==> config.mk <==
export PLATFORM = sky130hd
export DESIGN_NAME = dns_question_parser_unit
export DESIGN_NICKNAME = d
export VERILOG_FILES = /design/src/hdl/dqp_pkg.sv /design/src/hdl/dqp_front.sv /design/src/hdl/dqp_queue.sv /design/src/hdl/dqp_back.sv /design/src/hdl/dns_question_parser_unit.sv
export SDC_FILE = /design/constraint.sdc
export NUM_CORES = 1
export LEC_CHECK = 0
export ABC_CLOCK_PERIOD_IN_PS = 5300
export BUFFER_PORTS_ARGS = -buffer_cell sky130_fd_sc_hd__buf_2
export CAP_MARGIN = 15
export CELL_PAD_IN_SITES_DETAIL_PLACEMENT = 1
export CELL_PAD_IN_SITES_GLOBAL_PLACEMENT = 1
export CORE_UTILIZATION = 30
export CTS_CLUSTER_SIZE = 10
export DETAILED_ROUTE_END_ITERATION = 8
export GPL_TIMING_DRIVEN = 0
export PLACE_DENSITY = 0.56
export REMOVE_ABC_BUFFERS = 1
export SLEW_MARGIN = 20
export SYNTH_ARGS = -nofsm -noshare
export SYNTH_HDL_FRONTEND = slang
export SYNTH_HIERARCHICAL = 1
export SYNTH_SLANG_ARGS = --single-unit
==> constraint.sdc <==
create_clock -name aclk -period 5.3 [get_ports aclk]
set_input_delay 0 -clock aclk [delete_from_list [all_inputs] [get_ports aclk]]
set_output_delay 0 -clock aclk [all_outputs]
set_load 0.005 [all_outputs]
==> src/hdl/dqp_pkg.sv <==
// shared types and constants for the dns question parser
// used by every module of the block; depends on nothing
`timescale 1ns / 1ps
`default_nettype none

package dqp_pkg;

    localparam int HDR_LEN  = 12;
    localparam int MIN_PKT  = 18;
    localparam logic [7:0] DOT_CHAR = 8'h2E;

    // record queue between parser and output stage
    localparam int Q_DEPTH = 4;
    localparam int Q_AW    = $clog2(Q_DEPTH);

    typedef enum logic [1:0] {
        KIND_CHAR  = 2'd0,
        KIND_DONE  = 2'd1,
        KIND_ERROR = 2'd2
    } kind_t;

    typedef enum logic [1:0] {
        ERR_NONE      = 2'd0,
        ERR_TRUNCATED = 2'd1,
        ERR_NAME_LONG = 2'd2
    } err_t;

    typedef enum logic [2:0] {
        PH_HEADER = 3'd0,
        PH_LEN    = 3'd1,
        PH_BODY   = 3'd2,
        PH_TAIL   = 3'd3,
        PH_SKIP   = 3'd4
    } phase_t;

    typedef struct packed {
        kind_t       kind;
        logic [7:0]  name_char;
        logic [15:0] query_id;
        logic [15:0] header_flags;
        logic [15:0] query_type;
        logic [15:0] query_class;
        logic [7:0]  name_length;
        err_t        error_code;
    } rec_t;

    // queue status seen by both sides
    typedef struct packed {
        logic full;
        logic empty;
    } q_stat_t;

endpackage

`default_nettype wire

==> src/hdl/dqp_front.sv <==
// front end: accepts packet bytes, walks header, labels and type/class
// depends on dqp_pkg; pushes one record per byte at most into the queue
`timescale 1ns / 1ps
`default_nettype none

module dqp_front #(
    parameter int MAX_NAME_LEN = 255
) (
    input  wire logic           aclk,
    input  wire logic           aresetn,
    input  wire logic           in_valid,
    input  wire logic [7:0]     in_byte,
    input  wire logic           in_last,
    input  wire dqp_pkg::q_stat_t q_stat,
    output logic                in_ready,
    output logic                push,
    output dqp_pkg::rec_t       push_rec
);

    localparam logic [9:0] MAX_LEN = 10'(MAX_NAME_LEN);

    logic [4:0]  byte_count_reg, byte_count_next;
    dqp_pkg::phase_t phase_reg, phase_next;
    logic [7:0]  label_rem_reg, label_rem_next;
    logic [8:0]  name_count_reg, name_count_next;
    logic [15:0] id_reg, id_next;
    logic [15:0] flags_reg, flags_next;
    logic [31:0] type_class_reg, type_class_next;
    logic [2:0]  tail_count_reg, tail_count_next;

    logic        accept;
    logic        sep;
    logic [9:0]  len_sum;
    logic [7:0]  label_dec;
    logic        new_pkt;

    assign in_ready = !q_stat.full;
    assign accept   = in_valid && in_ready;
    assign sep      = (name_count_reg != 9'd0);
    assign len_sum  = {1'b0, name_count_reg} + {9'd0, sep} + {2'd0, in_byte};
    assign label_dec = label_rem_reg - 8'd1;

    always_comb begin
        byte_count_next = byte_count_reg;
        phase_next      = phase_reg;
        label_rem_next  = label_rem_reg;
        name_count_next = name_count_reg;
        id_next         = id_reg;
        flags_next      = flags_reg;
        type_class_next = type_class_reg;
        tail_count_next = tail_count_reg;
        new_pkt         = 1'b0;
        push            = 1'b0;
        push_rec        = '0;

        if (accept) begin
            if (byte_count_reg != 5'd31) begin
                byte_count_next = byte_count_reg + 5'd1;
            end
            unique case (phase_reg)
                dqp_pkg::PH_HEADER: begin
                    if (byte_count_reg < 5'd2) begin
                        id_next = {id_reg[7:0], in_byte};
                    end else if (byte_count_reg < 5'd4) begin
                        flags_next = {flags_reg[7:0], in_byte};
                    end
                    if (in_last) begin
                        push                = 1'b1;
                        push_rec.kind       = dqp_pkg::KIND_ERROR;
                        push_rec.error_code = dqp_pkg::ERR_TRUNCATED;
                        new_pkt             = 1'b1;
                    end else if (byte_count_reg >= 5'(dqp_pkg::HDR_LEN - 1)) begin
                        phase_next = dqp_pkg::PH_LEN;
                    end
                end
                dqp_pkg::PH_LEN: begin
                    if (in_last) begin
                        push                = 1'b1;
                        push_rec.kind       = dqp_pkg::KIND_ERROR;
                        push_rec.error_code = dqp_pkg::ERR_TRUNCATED;
                        new_pkt             = 1'b1;
                    end else if (in_byte == 8'd0) begin
                        phase_next      = dqp_pkg::PH_TAIL;
                        tail_count_next = 3'd0;
                    end else if (len_sum > MAX_LEN) begin
                        push                = 1'b1;
                        push_rec.kind       = dqp_pkg::KIND_ERROR;
                        push_rec.error_code = dqp_pkg::ERR_NAME_LONG;
                        phase_next          = dqp_pkg::PH_SKIP;
                    end else begin
                        label_rem_next = in_byte;
                        phase_next     = dqp_pkg::PH_BODY;
                        if (sep) begin
                            name_count_next    = name_count_reg + 9'd1;
                            push               = 1'b1;
                            push_rec.kind      = dqp_pkg::KIND_CHAR;
                            push_rec.name_char = dqp_pkg::DOT_CHAR;
                        end
                    end
                end
                dqp_pkg::PH_BODY: begin
                    if (in_last) begin
                        push                = 1'b1;
                        push_rec.kind       = dqp_pkg::KIND_ERROR;
                        push_rec.error_code = dqp_pkg::ERR_TRUNCATED;
                        new_pkt             = 1'b1;
                    end else begin
                        name_count_next    = name_count_reg + 9'd1;
                        label_rem_next     = label_dec;
                        if (label_dec == 8'd0) begin
                            phase_next = dqp_pkg::PH_LEN;
                        end
                        push               = 1'b1;
                        push_rec.kind      = dqp_pkg::KIND_CHAR;
                        push_rec.name_char = in_byte;
                    end
                end
                dqp_pkg::PH_TAIL: begin
                    type_class_next = {type_class_reg[23:0], in_byte};
                    if (tail_count_reg < 3'd3) begin
                        tail_count_next = tail_count_reg + 3'd1;
                        if (in_last) begin
                            push                = 1'b1;
                            push_rec.kind       = dqp_pkg::KIND_ERROR;
                            push_rec.error_code = dqp_pkg::ERR_TRUNCATED;
                            new_pkt             = 1'b1;
                        end
                    end else if (in_last &&
                                 byte_count_reg < 5'(dqp_pkg::MIN_PKT - 1)) begin
                        push                = 1'b1;
                        push_rec.kind       = dqp_pkg::KIND_ERROR;
                        push_rec.error_code = dqp_pkg::ERR_TRUNCATED;
                        new_pkt             = 1'b1;
                    end else begin
                        push                  = 1'b1;
                        push_rec.kind         = dqp_pkg::KIND_DONE;
                        push_rec.query_id     = id_reg;
                        push_rec.header_flags = flags_reg;
                        push_rec.query_type   = type_class_next[31:16];
                        push_rec.query_class  = type_class_next[15:0];
                        push_rec.name_length  = name_count_reg[7:0];
                        if (in_last) begin
                            new_pkt = 1'b1;
                        end else begin
                            phase_next = dqp_pkg::PH_SKIP;
                        end
                    end
                end
                default: begin
                    if (in_last) begin
                        new_pkt = 1'b1;
                    end
                end
            endcase

            if (new_pkt) begin
                byte_count_next = 5'd0;
                phase_next      = dqp_pkg::PH_HEADER;
                label_rem_next  = 8'd0;
                name_count_next = 9'd0;
                tail_count_next = 3'd0;
            end
        end
    end

    always_ff @(posedge aclk) begin
        if (!aresetn) begin
            byte_count_reg <= 5'd0;
            phase_reg      <= dqp_pkg::PH_HEADER;
            label_rem_reg  <= 8'd0;
            name_count_reg <= 9'd0;
            id_reg         <= 16'd0;
            flags_reg      <= 16'd0;
            type_class_reg <= 32'd0;
            tail_count_reg <= 3'd0;
        end else begin
            byte_count_reg <= byte_count_next;
            phase_reg      <= phase_next;
            label_rem_reg  <= label_rem_next;
            name_count_reg <= name_count_next;
            id_reg         <= id_next;
            flags_reg      <= flags_next;
            type_class_reg <= type_class_next;
            tail_count_reg <= tail_count_next;
        end
    end

    // the name never grows past the limit
    assert property (@(posedge aclk) disable iff (!aresetn)
        {1'b0, name_count_reg} <= MAX_LEN)
        else $error("name count beyond limit");

    // a body phase always has label bytes left
    assert property (@(posedge aclk) disable iff (!aresetn)
        phase_reg == dqp_pkg::PH_BODY |-> label_rem_reg != 8'd0)
        else $error("body phase with empty label");

    // records are only produced for accepted bytes
    assert property (@(posedge aclk) disable iff (!aresetn)
        push |-> accept)
        else $error("record without an accepted byte");

endmodule

`default_nettype wire

==> src/hdl/dqp_queue.sv <==
// short record queue between the parser front end and the output stage
// depends on dqp_pkg for the record type and depth
`timescale 1ns / 1ps
`default_nettype none

module dqp_queue (
    input  wire logic           aclk,
    input  wire logic           aresetn,
    input  wire logic           push,
    input  wire dqp_pkg::rec_t  push_rec,
    input  wire logic           pop,
    output dqp_pkg::rec_t       head_rec,
    output dqp_pkg::q_stat_t    q_stat
);

    localparam logic [dqp_pkg::Q_AW-1:0] PTR_STEP = {{(dqp_pkg::Q_AW - 1){1'b0}}, 1'b1};
    localparam logic [dqp_pkg::Q_AW:0]   CNT_STEP = {{dqp_pkg::Q_AW{1'b0}}, 1'b1};

    dqp_pkg::rec_t mem_reg [dqp_pkg::Q_DEPTH];

    logic [dqp_pkg::Q_AW-1:0] wr_ptr_reg, wr_ptr_next;
    logic [dqp_pkg::Q_AW-1:0] rd_ptr_reg, rd_ptr_next;
    logic [dqp_pkg::Q_AW:0]   count_reg, count_next;

    always_comb begin
        wr_ptr_next = push ? wr_ptr_reg + PTR_STEP : wr_ptr_reg;
        rd_ptr_next = pop ? rd_ptr_reg + PTR_STEP : rd_ptr_reg;
        count_next  = count_reg;
        if (push && !pop) begin
            count_next = count_reg + CNT_STEP;
        end else if (pop && !push) begin
            count_next = count_reg - CNT_STEP;
        end
    end

    assign q_stat.full  = (count_reg == (dqp_pkg::Q_AW + 1)'(dqp_pkg::Q_DEPTH));
    assign q_stat.empty = (count_reg == '0);
    assign head_rec     = mem_reg[rd_ptr_reg];

    always_ff @(posedge aclk) begin
        if (push) begin
            mem_reg[wr_ptr_reg] <= push_rec;
        end
    end

    always_ff @(posedge aclk) begin
        if (!aresetn) begin
            wr_ptr_reg <= '0;
            rd_ptr_reg <= '0;
            count_reg  <= '0;
        end else begin
            wr_ptr_reg <= wr_ptr_next;
            rd_ptr_reg <= rd_ptr_next;
            count_reg  <= count_next;
        end
    end

    assert property (@(posedge aclk) disable iff (!aresetn)
        push |-> !q_stat.full)
        else $error("push into full queue");

    assert property (@(posedge aclk) disable iff (!aresetn)
        pop |-> !q_stat.empty)
        else $error("pop from empty queue");

    // pointers and count stay consistent
    assert property (@(posedge aclk) disable iff (!aresetn)
        (wr_ptr_reg - rd_ptr_reg) == count_reg[dqp_pkg::Q_AW-1:0])
        else $error("queue pointers out of step");

endmodule

`default_nettype wire

==> src/hdl/dqp_back.sv <==
// back end: output register fed from the record queue
// depends on dqp_pkg; packs a record onto the result stream
`timescale 1ns / 1ps
`default_nettype none

module dqp_back (
    input  wire logic           aclk,
    input  wire logic           aresetn,
    input  wire dqp_pkg::q_stat_t q_stat,
    input  wire dqp_pkg::rec_t  head_rec,
    output logic                pop,
    input  wire logic           out_ready,
    output logic                out_valid,
    output logic [87:0]         out_data,
    output logic [1:0]          out_user
);

    logic          valid_reg, valid_next;
    dqp_pkg::rec_t rec_reg;

    assign pop        = !q_stat.empty && (!valid_reg || out_ready);
    assign valid_next = pop ? 1'b1 : (out_ready ? 1'b0 : valid_reg);

    always_ff @(posedge aclk) begin
        if (!aresetn) begin
            valid_reg <= 1'b0;
        end else begin
            valid_reg <= valid_next;
        end
    end

    always_ff @(posedge aclk) begin
        if (pop) begin
            rec_reg <= head_rec;
        end
    end

    assign out_valid = valid_reg;
    assign out_user  = rec_reg.kind;
    assign out_data  = {6'd0, rec_reg.error_code, rec_reg.name_length,
                        rec_reg.query_class, rec_reg.query_type,
                        rec_reg.header_flags, rec_reg.query_id, rec_reg.name_char};

endmodule

`default_nettype wire

==> src/hdl/dns_question_parser_unit.sv <==
// top level of the dns question parser: front end, record queue, output stage
// depends on dqp_pkg, dqp_front, dqp_queue and dqp_back
//
//  port group  dir  payload
//  s_*         in   tdata[7:0] data_byte, tlast last_byte
//  m_*         out  tdata name_char..error_code (82 bits in 88), tuser kind
//
// one packet byte per cycle is taken back to back while the record queue is not full;
// the parser updates only small counters per byte in the front end.
// each result is registered in the record queue and then in the output register.
// a stalled m_tready fills the 4-entry record queue, then s_tready drops.
// aresetn is synchronous and active low; no clearing pass is needed.
`timescale 1ns / 1ps
`default_nettype none

module dns_question_parser_unit #(
    parameter int MAX_NAME_LEN = 255
) (
    input  wire logic        aclk,
    input  wire logic        aresetn,
    input  wire logic        s_tvalid,
    output logic             s_tready,
    input  wire logic [7:0]  s_tdata,   // [7:0] data_byte
    input  wire logic        s_tlast,
    output logic             m_tvalid,
    input  wire logic        m_tready,
    // [7:0] name_char, [23:8] query_id, [39:24] header_flags,
    // [55:40] query_type, [71:56] query_class, [79:72] name_length,
    // [81:80] error_code, [87:82] zero
    output logic [87:0]      m_tdata,
    output logic [1:0]       m_tuser    // [1:0] kind
);

    logic             push;
    logic             pop;
    dqp_pkg::rec_t    push_rec;
    dqp_pkg::rec_t    head_rec;
    dqp_pkg::q_stat_t q_stat;

    dqp_front #(
        .MAX_NAME_LEN (MAX_NAME_LEN)
    ) u_front (
        .aclk     (aclk),
        .aresetn  (aresetn),
        .in_valid (s_tvalid),
        .in_byte  (s_tdata),
        .in_last  (s_tlast),
        .q_stat   (q_stat),
        .in_ready (s_tready),
        .push     (push),
        .push_rec (push_rec)
    );

    dqp_queue u_queue (
        .aclk     (aclk),
        .aresetn  (aresetn),
        .push     (push),
        .push_rec (push_rec),
        .pop      (pop),
        .head_rec (head_rec),
        .q_stat   (q_stat)
    );

    dqp_back u_back (
        .aclk      (aclk),
        .aresetn   (aresetn),
        .q_stat    (q_stat),
        .head_rec  (head_rec),
        .pop       (pop),
        .out_ready (m_tready),
        .out_valid (m_tvalid),
        .out_data  (m_tdata),
        .out_user  (m_tuser)
    );

endmodule

`default_nettype wire

# Word-level counts from Yosys, hierarchy flattened
# Memory sizes are Yosys's and may differ from the RTL's. A register that Yosys moved wholly into a read port is not among the register bits.
# Cells that the tools add are included.
[totals]
elab_cells = 152
mem_count = 1
ram_bits = 336
register_bits = 92
[memory_table]
columns = ["memory", "words", "width", "rd", "rd_ports_with_merged_regs", "write_ports", "line", "text"]
rows = [
  ["u_queue.mem_reg", 4, 84, 1, 1, 1, "dqp_queue.sv:19", "dqp_pkg::rec_t mem_reg [dqp_pkg::Q_DEPTH];"],
]
[op_classes]
bitwise = 1
n_eq_ne = 18
order_cmp = 6
n_reduce_logical = 31
n_addsub = 10
mux = 73
[ops]
columns = ["operator", "count"]
rows = [
  ["$mux 72", 3],
  ["$mux 84", 1],
  ["$mux 8", 8],
  ["$mux 9", 6],
  ["$mux 3", 17],
  ["$pmux 8 s2", 2],
  ["$mux 2", 9],
  ["$pmux 9 s2", 1],
  ["$mux 1", 17],
  ["$logic_not 8->1", 2],
  ["$ne 3x1->1 const B", 5],
  ["$ne 3x2->1 const B", 4],
  ["$ne 3x3->1 const B", 4],
  ["$pmux 2 s3", 2],
  ["$pmux 3 s4", 1],
  ["$add 10x8->10", 1],
  ["$add 9x1->10", 1],
  ["$gt 10x8->1 const B", 1],
  ["$mux 10", 1],
  ["$mux 5", 2],
  ["$reduce_and 10->1", 1],
  ["$add 9x1->9 const B", 1],
  ["$reduce_bool 9->1", 1],
  ["$sub 8x1->8 const B", 1],
  ["other kinds (31)", 47],
]

# Longest topological paths before layout
# Gate-level depths: netlist of run 1.
[logic_depth]
depth_word = 13
mapped_depth = 20
mapped_depth_nobuf = 20

# Cells and area by module
# The synthesis of run 1 kept the hierarchy.
[by_module_without_submodules]
columns = ["mod", "n_inst", "area_per_inst_um2", "cells_each", "seq_area_each_um2"]
rows = [
  ["dqp_queue", 1, 12563.3, 481, 10269.8],
  ["dqp_front", 1, 4755.8, 614, 1681.6],
  ["dqp_back", 1, 2615.0, 95, 2542.4],
]

# Least setup slack after synthesis of run 1
# OpenSTA, ideal clock, no wires.
[synth_timing]
path_kind = "register to register"
startpoint = "register u_queue/count_reg[0] (netlist bit)"
endpoint = "register u_queue/count_reg[2] (netlist bit)"
required_ns = 5.224
slack_ns = -0.390
path_stages_with_launch = 10
arrival_ns = 5.614
path_buffers = 0
setup_time_ns = 0.076
cell_sequence = "dfxtp_1 nor3_1 nor2b_1 inv_1 ha_1 inv_1 fa_1 xor2_1 or3_1 a21boi_0"
[synth_rtl]
columns = ["element", "line", "text"]
rows = [
  ["start, declared", "dqp_queue.sv:23", "logic [dqp_pkg::Q_AW:0] count_reg, count_next;"],
  ["start signal, assigned", "dqp_queue.sv:54", "count_reg <= count_next;"],
]

# Worst setup path in the final report of run 1
[layout_timing]
startpoint = "register u_front.name_count_reg[0]"
endpoint = "memory u_queue/mem_reg[3][36] (netlist bit), enable pin"
[layout_between]
elab_chain_cells = 11
elab_cells_between_ends = 12
cone_classes = "add/sub (2); order compare (1); mux (8); reduce/logical (1)"
[layout_lines]
columns = ["element", "line", "text"]
rows = [
  ["start, declared", "dqp_front.sv:25", "logic [8:0] name_count_reg, name_count_next;"],
  ["start signal, assigned", "dqp_front.sv:180", "name_count_reg <= name_count_next;"],
  ["$reduce_bool 9->1", "dqp_front.sv:39", "assign sep = (name_count_reg != 9'd0);"],
  ["$add 9x1->10", "dqp_front.sv:40", "assign len_sum = {1'b0, name_count_reg} + {9'd0, sep} + {2'd0, in_byte};"],
  ["$add 10x8->10", "dqp_front.sv:40", ""],
  ["$gt 10x8->1", "dqp_front.sv:85", "end else if (len_sum > MAX_LEN) begin"],
  ["$mux 1 *", "dqp_front.sv:85", ""],
  ["$mux 1 *", "dqp_front.sv:82", "end else if (in_byte == 8'd0) begin"],
  ["$mux 1 *", "dqp_front.sv:77", "if (in_last) begin"],
  ["$pmux 1 s4 *", "dqp_front.sv:60", "unique case (phase_reg)"],
  ["$mux 1 *", "dqp_front.sv:56", "if (accept) begin"],
  ["named net push", "dns_question_parser_unit.sv:34", "logic push;"],
  ["$mux 1 *", "dqp_queue.sv:41", "if (push) begin"],
  ["$mux 1 (implied by the code) *", "dqp_queue.sv:42", "mem_reg[wr_ptr_reg] <= push_rec;"],
  ["end, declared", "dqp_queue.sv:19", ""],
]
# Mark *: on every way through the listed nets, which the timed path passes. The rest lies on a longest branch.

==> reports/results.tsv, run 1 <==
metric	value	unit
cp_max_fo	32	
rsz0062_at_grt	no	
hold_class	primary input to flop	
status	finished, final reports clean	
min_from	s_tlast	
grt_busiest_layer	met2	
layout.cells.non_filler	2238	
ir_worst_vdd	0.362	mV
synth_cell_types	61	
synth_seq_cells	514	
cts.path.max_buffers	3	
fin_crit	4.78	ns
slew_headroom	0.255	
final-setup-viol-count	0	
syn_area	19900	µm²
grt_use_met1	0.173	
dpl.cell_count	2114	
clk_latency	0.61	ns
antenna_found_initial	2	
n_fill_cell	6572	
netlist_instances	1190	
placed_area	21700	µm²
areaGrowthSynthToFinish	18.6	%
yosysMostFrequentCell	edfxtp_1	
skew	0.0198	ns
fin_crit_sh	0.901	
yosysTopAreaCell	edfxtp_1	
die-area	67500	µm²
hold_ws	0.0586	ns
ant_nets	0	
async_flop_share	0	
use_met3	0.0296	
grt_max_degree	71	
htreeDepth	2	
cap_violations	0	
critical_path.endpoint	u_queue/mem_reg[3][36]	
synth_seq_area_share	0.727	
start_kind	flop	
drt_wl_total	45000	µm
p_per_area	460	nW/µm²
fmax	0.209	GHz
worst_setup_path_end_kind	flop	
cts.sinks	514	
track_usage	0.135	
final_nets	1358	
drc	0	
drv_slew	0	
tightest_slew	1.11	ns
die_x	260	µm
synthTopCellsByCount	edfxtp_1 (420), nand2_1 (146), dfxtp_1 (94), and2_1 (85), mux4_2 (84)	
cp-startpoint	u_front/name_count_reg[0]	
largest_reg_flops	336	
critical_path_class	flop to flop	
grt_pass1_vias	11200	
overflow	0	
fin_util	0.359	
clkTransAtPathRegs	0.06	ns
dp_hpwl	27100	µm
yosysWarnings	6	
p_total	10.9	mW
synth_edf_count	420	
ff2ff_setup_slack	0.52	ns
dr.pass1.iters	6	
cts_tree	built	
design_area	23600	µm²
fp.dieH	260	µm
numPortBuffers	98	
synth_flop_cell	edfxtp_1	
grtUsageMet2	0.229	
cts-root-buf	clkbuf_16	
syn_avg_cell_area	16.8	µm²
place.gp.congestion	0.731	
crit_arrival	5.06	ns
ff2ff_path_depth	17	
rr_endpoint	u_queue/mem_reg[3][36]	
grt_pass1_wl	68700	µm
io_pins	105	
reg2reg_from	u_front/name_count_reg[0]	
synth.top_cell.area_share	0.633	
final_hold_viol_count	0	
antenna_cells	0	
synth_area_leaders	edfxtp_1 (63%), mux4_2 (9.5%), dfxtp_1 (9.4%), nand2_1 (2.7%), and2_1 (2.7%)	
wl_per_cell	20.1	µm
viasPerCell	4.68	
core	65700	µm²
start_util	0.303	
drive_above_1_share	0.215	
p_leak	7.81	nW
drtIter0Drc	560	
cts_buffers	59	
std_cell_rows	94	
vias	10500	
cp.required	5.59	ns
worst min path at each step:
stage	cells after the start	slack [ns]	end
after CTS	4	0.02	u_front/name_count_reg[5]
after global routing	4	0.10	u_front/name_count_reg[5]
after global placement	3	0.31	u_back/out_valid
after floorplan	1	0.12	u_front/byte_count_reg[2]
after detailed placement	3	0.32	u_back/out_valid
final	4	0.06	u_front/name_count_reg[6]
placed cells by master (no fill, tap or decap), types with 6 or more instances in the layout:
| master | n |
|---|---|
| a21boi_0 | 56 |
| a21oi_1 | 18 |
| inv_1 | 16 |
| mux4_2 | 84 |
| o21ai_0 | 21 |
| buf_2 | 97 |
| conb_1 | 6 |
| ha_1 | 19 |
| o31ai_1 | 6 |
| dfxtp_1 | 92 |
| and3_1 | 9 |
| clkbuf_1 | 45 |
| buf_16 | 10 |
| buf_12 | 9 |
| nor3_1 | 7 |
| edfxtp_1 | 420 |
| nand2_1 | 146 |
| xor2_1 | 7 |
| and2_1 | 81 |
| o311ai_0 | 7 |
| nor2b_1 | 11 |
| clkbuf_16 | 61 |
| nand3_1 | 12 |
| nor2_1 | 19 |
| dlygate4sd3_1 | 12 |
report_power, final:
group / internal, mW / leakage, nW / switching, mW
clock network: 2.19 / 0.842 / 1.54
registers: 5.03 / 4.66 / 0.251
logic: 0.902 / 2.31 / 0.953
final cells by class:
class	instances	area, µm²	area share
Inverter	16	60.1	0.00254
Sequential cell	514	14500	0.614
Tap cell	864	1080	0.0457
Clock buffer	106	1700	0.0717
Clock inverter	6	70.1	0.00296
Timing Repair Buffer	134	1140	0.0482
Multi-Input combinational cell	598	5090	0.215
metrics by stage:
step	TNS, ns	setup slack, ns
3_5_place_dp	0	0.0692
4_1_cts	0	0.0467
3_3_place_gp	-2059.25	-3.72
2_1_floorplan	-0.814	-0.390
5_1_grt	0	0.206
6_report	0	0.522
worst max-delay path, cell delays in order (launching register included):
cell and delay [ns]:
dfxtp_1 0.46, inv_1 0.08, ha_1 0.20, nor4b_1 0.14, nand2_1 0.19, fa_1 0.25, inv_1 0.06, fa_1 0.36
nor2b_1 0.16, o21bai_1 0.10, a21oi_1 0.30, nor3_1 0.12, a21oi_1 0.17, o211ai_1 0.13, a211oi_2 0.57, and2_4 0.57
buf_12 0.29, buf_12 0.27
cells by family (layout without fill, tap and decap cells):
kind of cell,count (synthesis),in the layout,share of synthesized area
XOR/XNOR,12,12,0.00527
adder cells (fa/ha/maj),22,22,0.0149
AND/OR/NAND/NOR,324,324,0.0815
AO/OA/AOI/OAI,147,147,0.0537
multiplexers,87,87,0.0964
buffers and inverters,83,262,0.0209
flip-flops,514,514,0.727
other,1,6,0.000188
timing repair:
item / CTS / global route
gates resized for setup: 0 / 1
setup buffers: 0 / 0
endpoints found under the hold margin: 68 / 0
setup endpoints to repair: 0 / 70
hold buffers: 12 / 0
metal layers:
metal | wire length (µm) | part of all wire
met3 | 1880 | 0.042
met2 | 22500 | 0.50
met5 | 28 | 0.00062
met1 | 19700 | 0.44
met4 | 910 | 0.020
Note: power is estimated with default switching activity, not from simulation.
==> run 2: changes to the inputs <==
CORE_UTILIZATION = 36   (was 30)
CTS_BUF_LIST = sky130_fd_sc_hd__clkbuf_8   (was default)
PLACE_DENSITY = 0.64   (was 0.56)
SKIP_CTS_REPAIR_TIMING = 1   (was default)
==> reports/results.tsv, run 2 (synthesis gave the netlist of run 1 again) <==
metric	value	unit	change
status	finished, final reports clean		
cp_max_fo	36		+13%
drv_slew	0		unchanged
clkTransAtPathRegs	0.06	ns	about the same
overflow	0		unchanged
final_cell_mix	edfxtp_1 (420), nand2_1 (146), clkbuf_8 (99), buf_2 (97), dfxtp_1 (92)		
fmax	0.212	GHz	+1.4%
slowest_stage	a211oi_2		
layout_setup_ws	0.587	ns	+0.0649 ns
core	54200	µm²	-18%
cap_violations	0		unchanged
viasPerCell	4.99		+6.8%
htreeDepth	3		+1
whs_path_depth	4		unchanged
dpl.cell_count	1945		-8.0%
drc	0		unchanged
numPortBuffers	98		unchanged
io_pins	105		unchanged
die-area	56300	µm²	-17%
ant_nets	0		unchanged
antenna_cells	0		unchanged
hold_class	primary input to flop		
p_per_area	450	nW/µm²	-2.0%
wl_per_cell	20.5	µm	+2.1%
p_leak	7.94	nW	+1.7%
final-setup-viol-count	0		unchanged
cts-root-buf	clkbuf_8		
track_usage	0.158		+0.0230
fp.dieH	237	µm	-8.6%
start_kind	flop		
pre_cts_slack	0.193	ns	+0.124 ns
layout.cells.non_filler	2110		-5.7%
vias	10500		+0.66%
worst_setup_path_end_kind	flop		
cts_tree	built		
worstPathCellList	inv_1 -> ha_1 -> nor4b_1 -> nand2_1 -> fa_1 -> inv_1 -> fa_1 -> nor2b_1 -> o21bai_1 -> a21oi_1 -> nor3_1 -> a21oi_1 -> o211ai_1 -> a211oi_2 -> and2_4 -> buf_16 -> buf_16		
largest_reg_flops	336		unchanged
place.gp.congestion	0.755		+3.3%
fin_crit_sh	0.889		-0.0122
max_stage_delay	0.56	ns	about the same
start_util	0.368		+0.0643
drtIter0Drc	559		-0.18%
cp.required	5.59	ns	about the same
fin_crit	4.71	ns	-0.0649 ns
final_hold_viol_count	0		unchanged
placed_area	21500	µm²	-1.1%
critical_path_class	flop to flop		
crit_arrival	5.01	ns	-0.05 ns
drive_above_1_share	0.239		+0.0236
design_area	23300	µm²	-1.4%
final_nets	1382		+1.8%
grt_max_degree	73		+2.8%
hold_ws	0.0125	ns	-0.0461 ns
ir_worst_vdd	0.179	mV	-50%
die_x	237	µm	-8.6%
slew_headroom	0.295		+0.0398
cts.path.max_buffers	3		unchanged
clk_latency	0.64	ns	+0.03 ns
drt_wl_total	43300	µm	-3.7%
cts.sinks	514		unchanged
std_cell_rows	85		-9.6%
rsz0062_at_grt	no		
tightest_slew	1.05	ns	-0.0595 ns
dr.pass1.iters	4		-2
antenna_found_initial	1		-1
skew	0.0346	ns	+0.0148 ns
ff2ff_path_depth	17		unchanged
dp_hpwl	25800	µm	-4.6%
grt_pass1_vias	11400		+1.8%
areaGrowthSynthToFinish	16.9	%	
grt_pass1_wl	67400	µm	-1.9%
fin_util	0.429		+0.0700
final_common_cell	edfxtp_1		
cts_buffers	84		+42%
[run 2: final cells by class]
| type | count | area, µm² |
|---|---|---|
| clock inverters | 54 | 293 |
| clock buffers | 99 | 1360 |
| flip-flops and latches | 514 | 14500 |
| fillers | 5321 | 30900 |
| repair buffers | 133 | 1120 |
| well taps | 696 | 871 |
| inverters | 16 | 60.1 |
| multi-input cells | 598 | 5090 |
[run 2: path summary, 6_finish.rpt]
kind                        startpoint                         to  slack [ns]
max          u_front/name_count_reg[1]     u_queue/mem_reg[3][38]        0.59
min                            s_tlast  u_front/name_count_reg[4]        0.01
max reg2reg  u_front/name_count_reg[1]     u_queue/mem_reg[3][38]        0.59
min reg2reg         u_front/id_reg[15]         u_front/id_reg[15]        0.45
[run 2: stage by stage]
| step | power, mW | setup TNS, ns |
|---|---|---|
| after floorplan | 6.40 | -0.814 |
| after global placement | 7.38 | -1951.92 |
| after detailed placement | 7.28 | 0 |
| after CTS | 10.7 | 0 |
| after global routing | 11.0 | 0 |
| final | 10.5 | 0 |
[run 2: where the power goes]
part | switching, mW | internal, mW | total, mW
combinational | 0.940 | 0.904 | 1.84
clock | 1.52 | 1.84 | 3.36
sequential | 0.261 | 5.03 | 5.29
[run 2: per-layer routing]
layer / track usage / vias up / share of wire
met4: 0.0532 / 2 / 0.017
li1: - / 4852 / -
met1: 0.206 / 5439 / 0.45
met2: 0.265 / 184 / 0.49
met3: 0.0301 / 56 / 0.043
met5: 0 / - / 0.00030
[run 2: critical path: cells and delay by family, from the launching register on]
family | cells | cell delay [ns]
fa+ha+maj | 3 | 0.80
flops | 1 | 0.44
simple gates | 5 | 1.10
compound gates | 5 | 1.25
buf+inv | 4 | 0.76
==> run 3: changes to the inputs <==
==> constraint.sdc (replaced) <==
create_clock -name aclk -period 5.3 [get_ports aclk]
set_input_delay 0.795 -clock aclk [delete_from_list [all_inputs] [get_ports aclk]]
set_output_delay 0.795 -clock aclk [all_outputs]
set_load 0.02 [all_outputs]
==> reports/results.tsv, run 3 (synthesis gave the netlist of run 1 again) <==
metric	value	unit	change
status	finished, final reports clean		
worst_setup_path_end_kind	flop		
core	54200	µm²	unchanged
fmax	0.211	GHz	-0.45%
grt_pass1_wl	67400	µm	unchanged
grt_pass1_vias	11400		unchanged
wl_per_cell	20.6	µm	+0.51%
grt_use_met1	0.206		unchanged
regArea	14500	µm²	unchanged
place.gp.congestion	0.755		unchanged
slew_headroom	0.296		+0.000959
cts-root-buf	clkbuf_8		
p_leak	7.89	nW	-0.68%
clk_latency	0.64	ns	about the same
overflow	0		unchanged
critical_path_class	flop to flop		
p_int	7.77	mW	about the same
start_util	0.368		unchanged
switching_share	0.286		+0.0264
ff2ff_setup_slack	0.57	ns	-0.02 ns
p_seq_frac	0.486		-0.018
track_usage	0.158		unchanged
clkTransAtPathRegs	0.06	ns	about the same
io_pins	105		unchanged
std_cell_rows	85		unchanged
cts_tree	built		
p_per_area	470	nW/µm²	+4.3%
cts.path.max_buffers	3		unchanged
hold_ws	0.450	ns	+0.438 ns
grtUsageMet2	0.265		unchanged
whs_endpoint	u_front/id_reg[15]		
dr.pass1.iters	5		+1
use_met3	0.0301		unchanged
numPortBuffers	98		unchanged
grt_max_degree	73		unchanged
min_from	u_front/id_reg[15]		
largest_reg_flops	336		unchanged
p_clk_frac	0.308		-0.012
fin_crit_sh	0.893		+0.00399
cp_max_fo	36		unchanged
drt_wl_total	43300	µm	about the same
n_fill_cell	5322		+0.019%
drtIter0Drc	584		+4.5%
drive_above_1_share	0.241		+0.00205
ff2ff_path_depth	17		unchanged
p_switching	3.11	mW	+14%
cp.required	5.60	ns	about the same
viasPerCell	5.01		+0.38%
cap_violations	0		unchanged
reg2reg_from	u_front/name_count_reg[1]		
dp_hpwl	25800	µm	unchanged
design_area	23200	µm²	-0.52%
antenna_found_initial	1		unchanged
hold_class	flop to flop		
combPwrFrac	0.205		+0.029
htreeDepth	3		unchanged
final_common_cell	edfxtp_1		
whs_path_depth	2		-2
placed_area	21500	µm²	unchanged
areaGrowthSynthToFinish	16.3	%	
rr_endpoint	u_queue/mem_reg[3][38]		
fin_crit	4.73	ns	+0.0211 ns
fp.dieH	237	µm	unchanged
grt_busiest_layer	met2		
skew	0.0334	ns	-0.00126 ns
antenna_cells	0		unchanged
drv_slew	0		unchanged
tightest_slew	1.05	ns	-0.00143 ns
final-setup-viol-count	0		unchanged
ir_worst_vdd	0.184	mV	+2.5%
vias	10500		-0.19%
ant_nets	0		unchanged
start_kind	flop		
crit_arrival	5.03	ns	+0.02 ns
multi_input_area	5090	µm²	unchanged
drc	0		unchanged
final_cell_mix	edfxtp_1 (420), nand2_1 (146), clkbuf_8 (99), buf_2 (97), dfxtp_1 (92)		
rsz0062_at_grt	no		
final_nets	1370		-0.87%
cts.sinks	514		unchanged
die-area	56300	µm²	unchanged
final_hold_viol_count	0		unchanged
cts_buffers	84		unchanged
die_x	237	µm	unchanged
-- run 3: power groups by stage --
stage | combinational (mW) | clock (mW) | sequential, mW
global placement | 2.09 | 0 | 5.65
CTS | 2.30 | 3.49 | 5.32
floorplan | 0.905 | 0 | 5.92
detailed placement | 2.29 | 0 | 5.40
finish | 2.24 | 3.36 | 5.29
global route | 2.40 | 3.64 | 5.36
-- run 3: final cells by class --
cell class              instances  share of cell area
clock buffers                  99              0.0588
clock inverters                54              0.0126
inverters                      16             0.00259
multi-input cells             598               0.220
flip-flops and latches        514               0.626
well taps                     696              0.0376
repair buffers                121              0.0430
-- run 3: worst max-delay path, stage by stage, from the launching register on --
cell	delay, ns
dfxtp_1	0.45
inv_1	0.12
ha_1	0.19
nor4b_1	0.14
nand2_1	0.19
fa_1	0.24
inv_1	0.06
fa_1	0.36
nor2b_1	0.16
o21bai_1	0.09
a21oi_1	0.31
nor3_1	0.12
a21oi_1	0.18
o211ai_1	0.14
a211oi_2	0.56
and2_4	0.48
buf_16	0.30
buf_16	0.28
-- run 3: worst max-delay path by stage --
stage / from / end / slack [ns] / depth (start not counted)
final: u_front/name_count_reg[1] / u_queue/mem_reg[3][38] / 0.57 / 17
after global routing: u_front/name_count_reg[1] / u_queue/count_reg[2] / 0.28 / 20
after CTS: u_front/name_count_reg[1] / u_queue/mem_reg[3][38] / 0.12 / 17
after detailed placement: s_tdata[0] / u_queue/mem_reg[3][23] / 0.06 / 14
after global placement: m_tready / u_queue/count_reg[2] / -4.13 / 10
after floorplan: m_tready / u_queue/count_reg[2] / -0.82 / 9
-- run 3: stage by stage --
step	std cells	worst slack [ns]	utilization	total power, mW	TNS (ns)
2_1_floorplan	1128	-0.817	-	6.82	-4.16
3_3_place_gp	1922	-4.13	0.386	7.73	-2158.78
3_5_place_dp	1945	0.0571	0.397	7.68	0
4_1_cts	2098	0.118	0.427	11.1	0
5_1_grt	2098	0.279	0.427	11.4	0
6_report	2098	0.566	0.427	10.9	0
-- run 3: layer usage --
layer  share of wire  routed length (µm)
met5         0.00030                  13
met4           0.017                 757
met3           0.042                1800
met2            0.49               21400
met1            0.45               19400
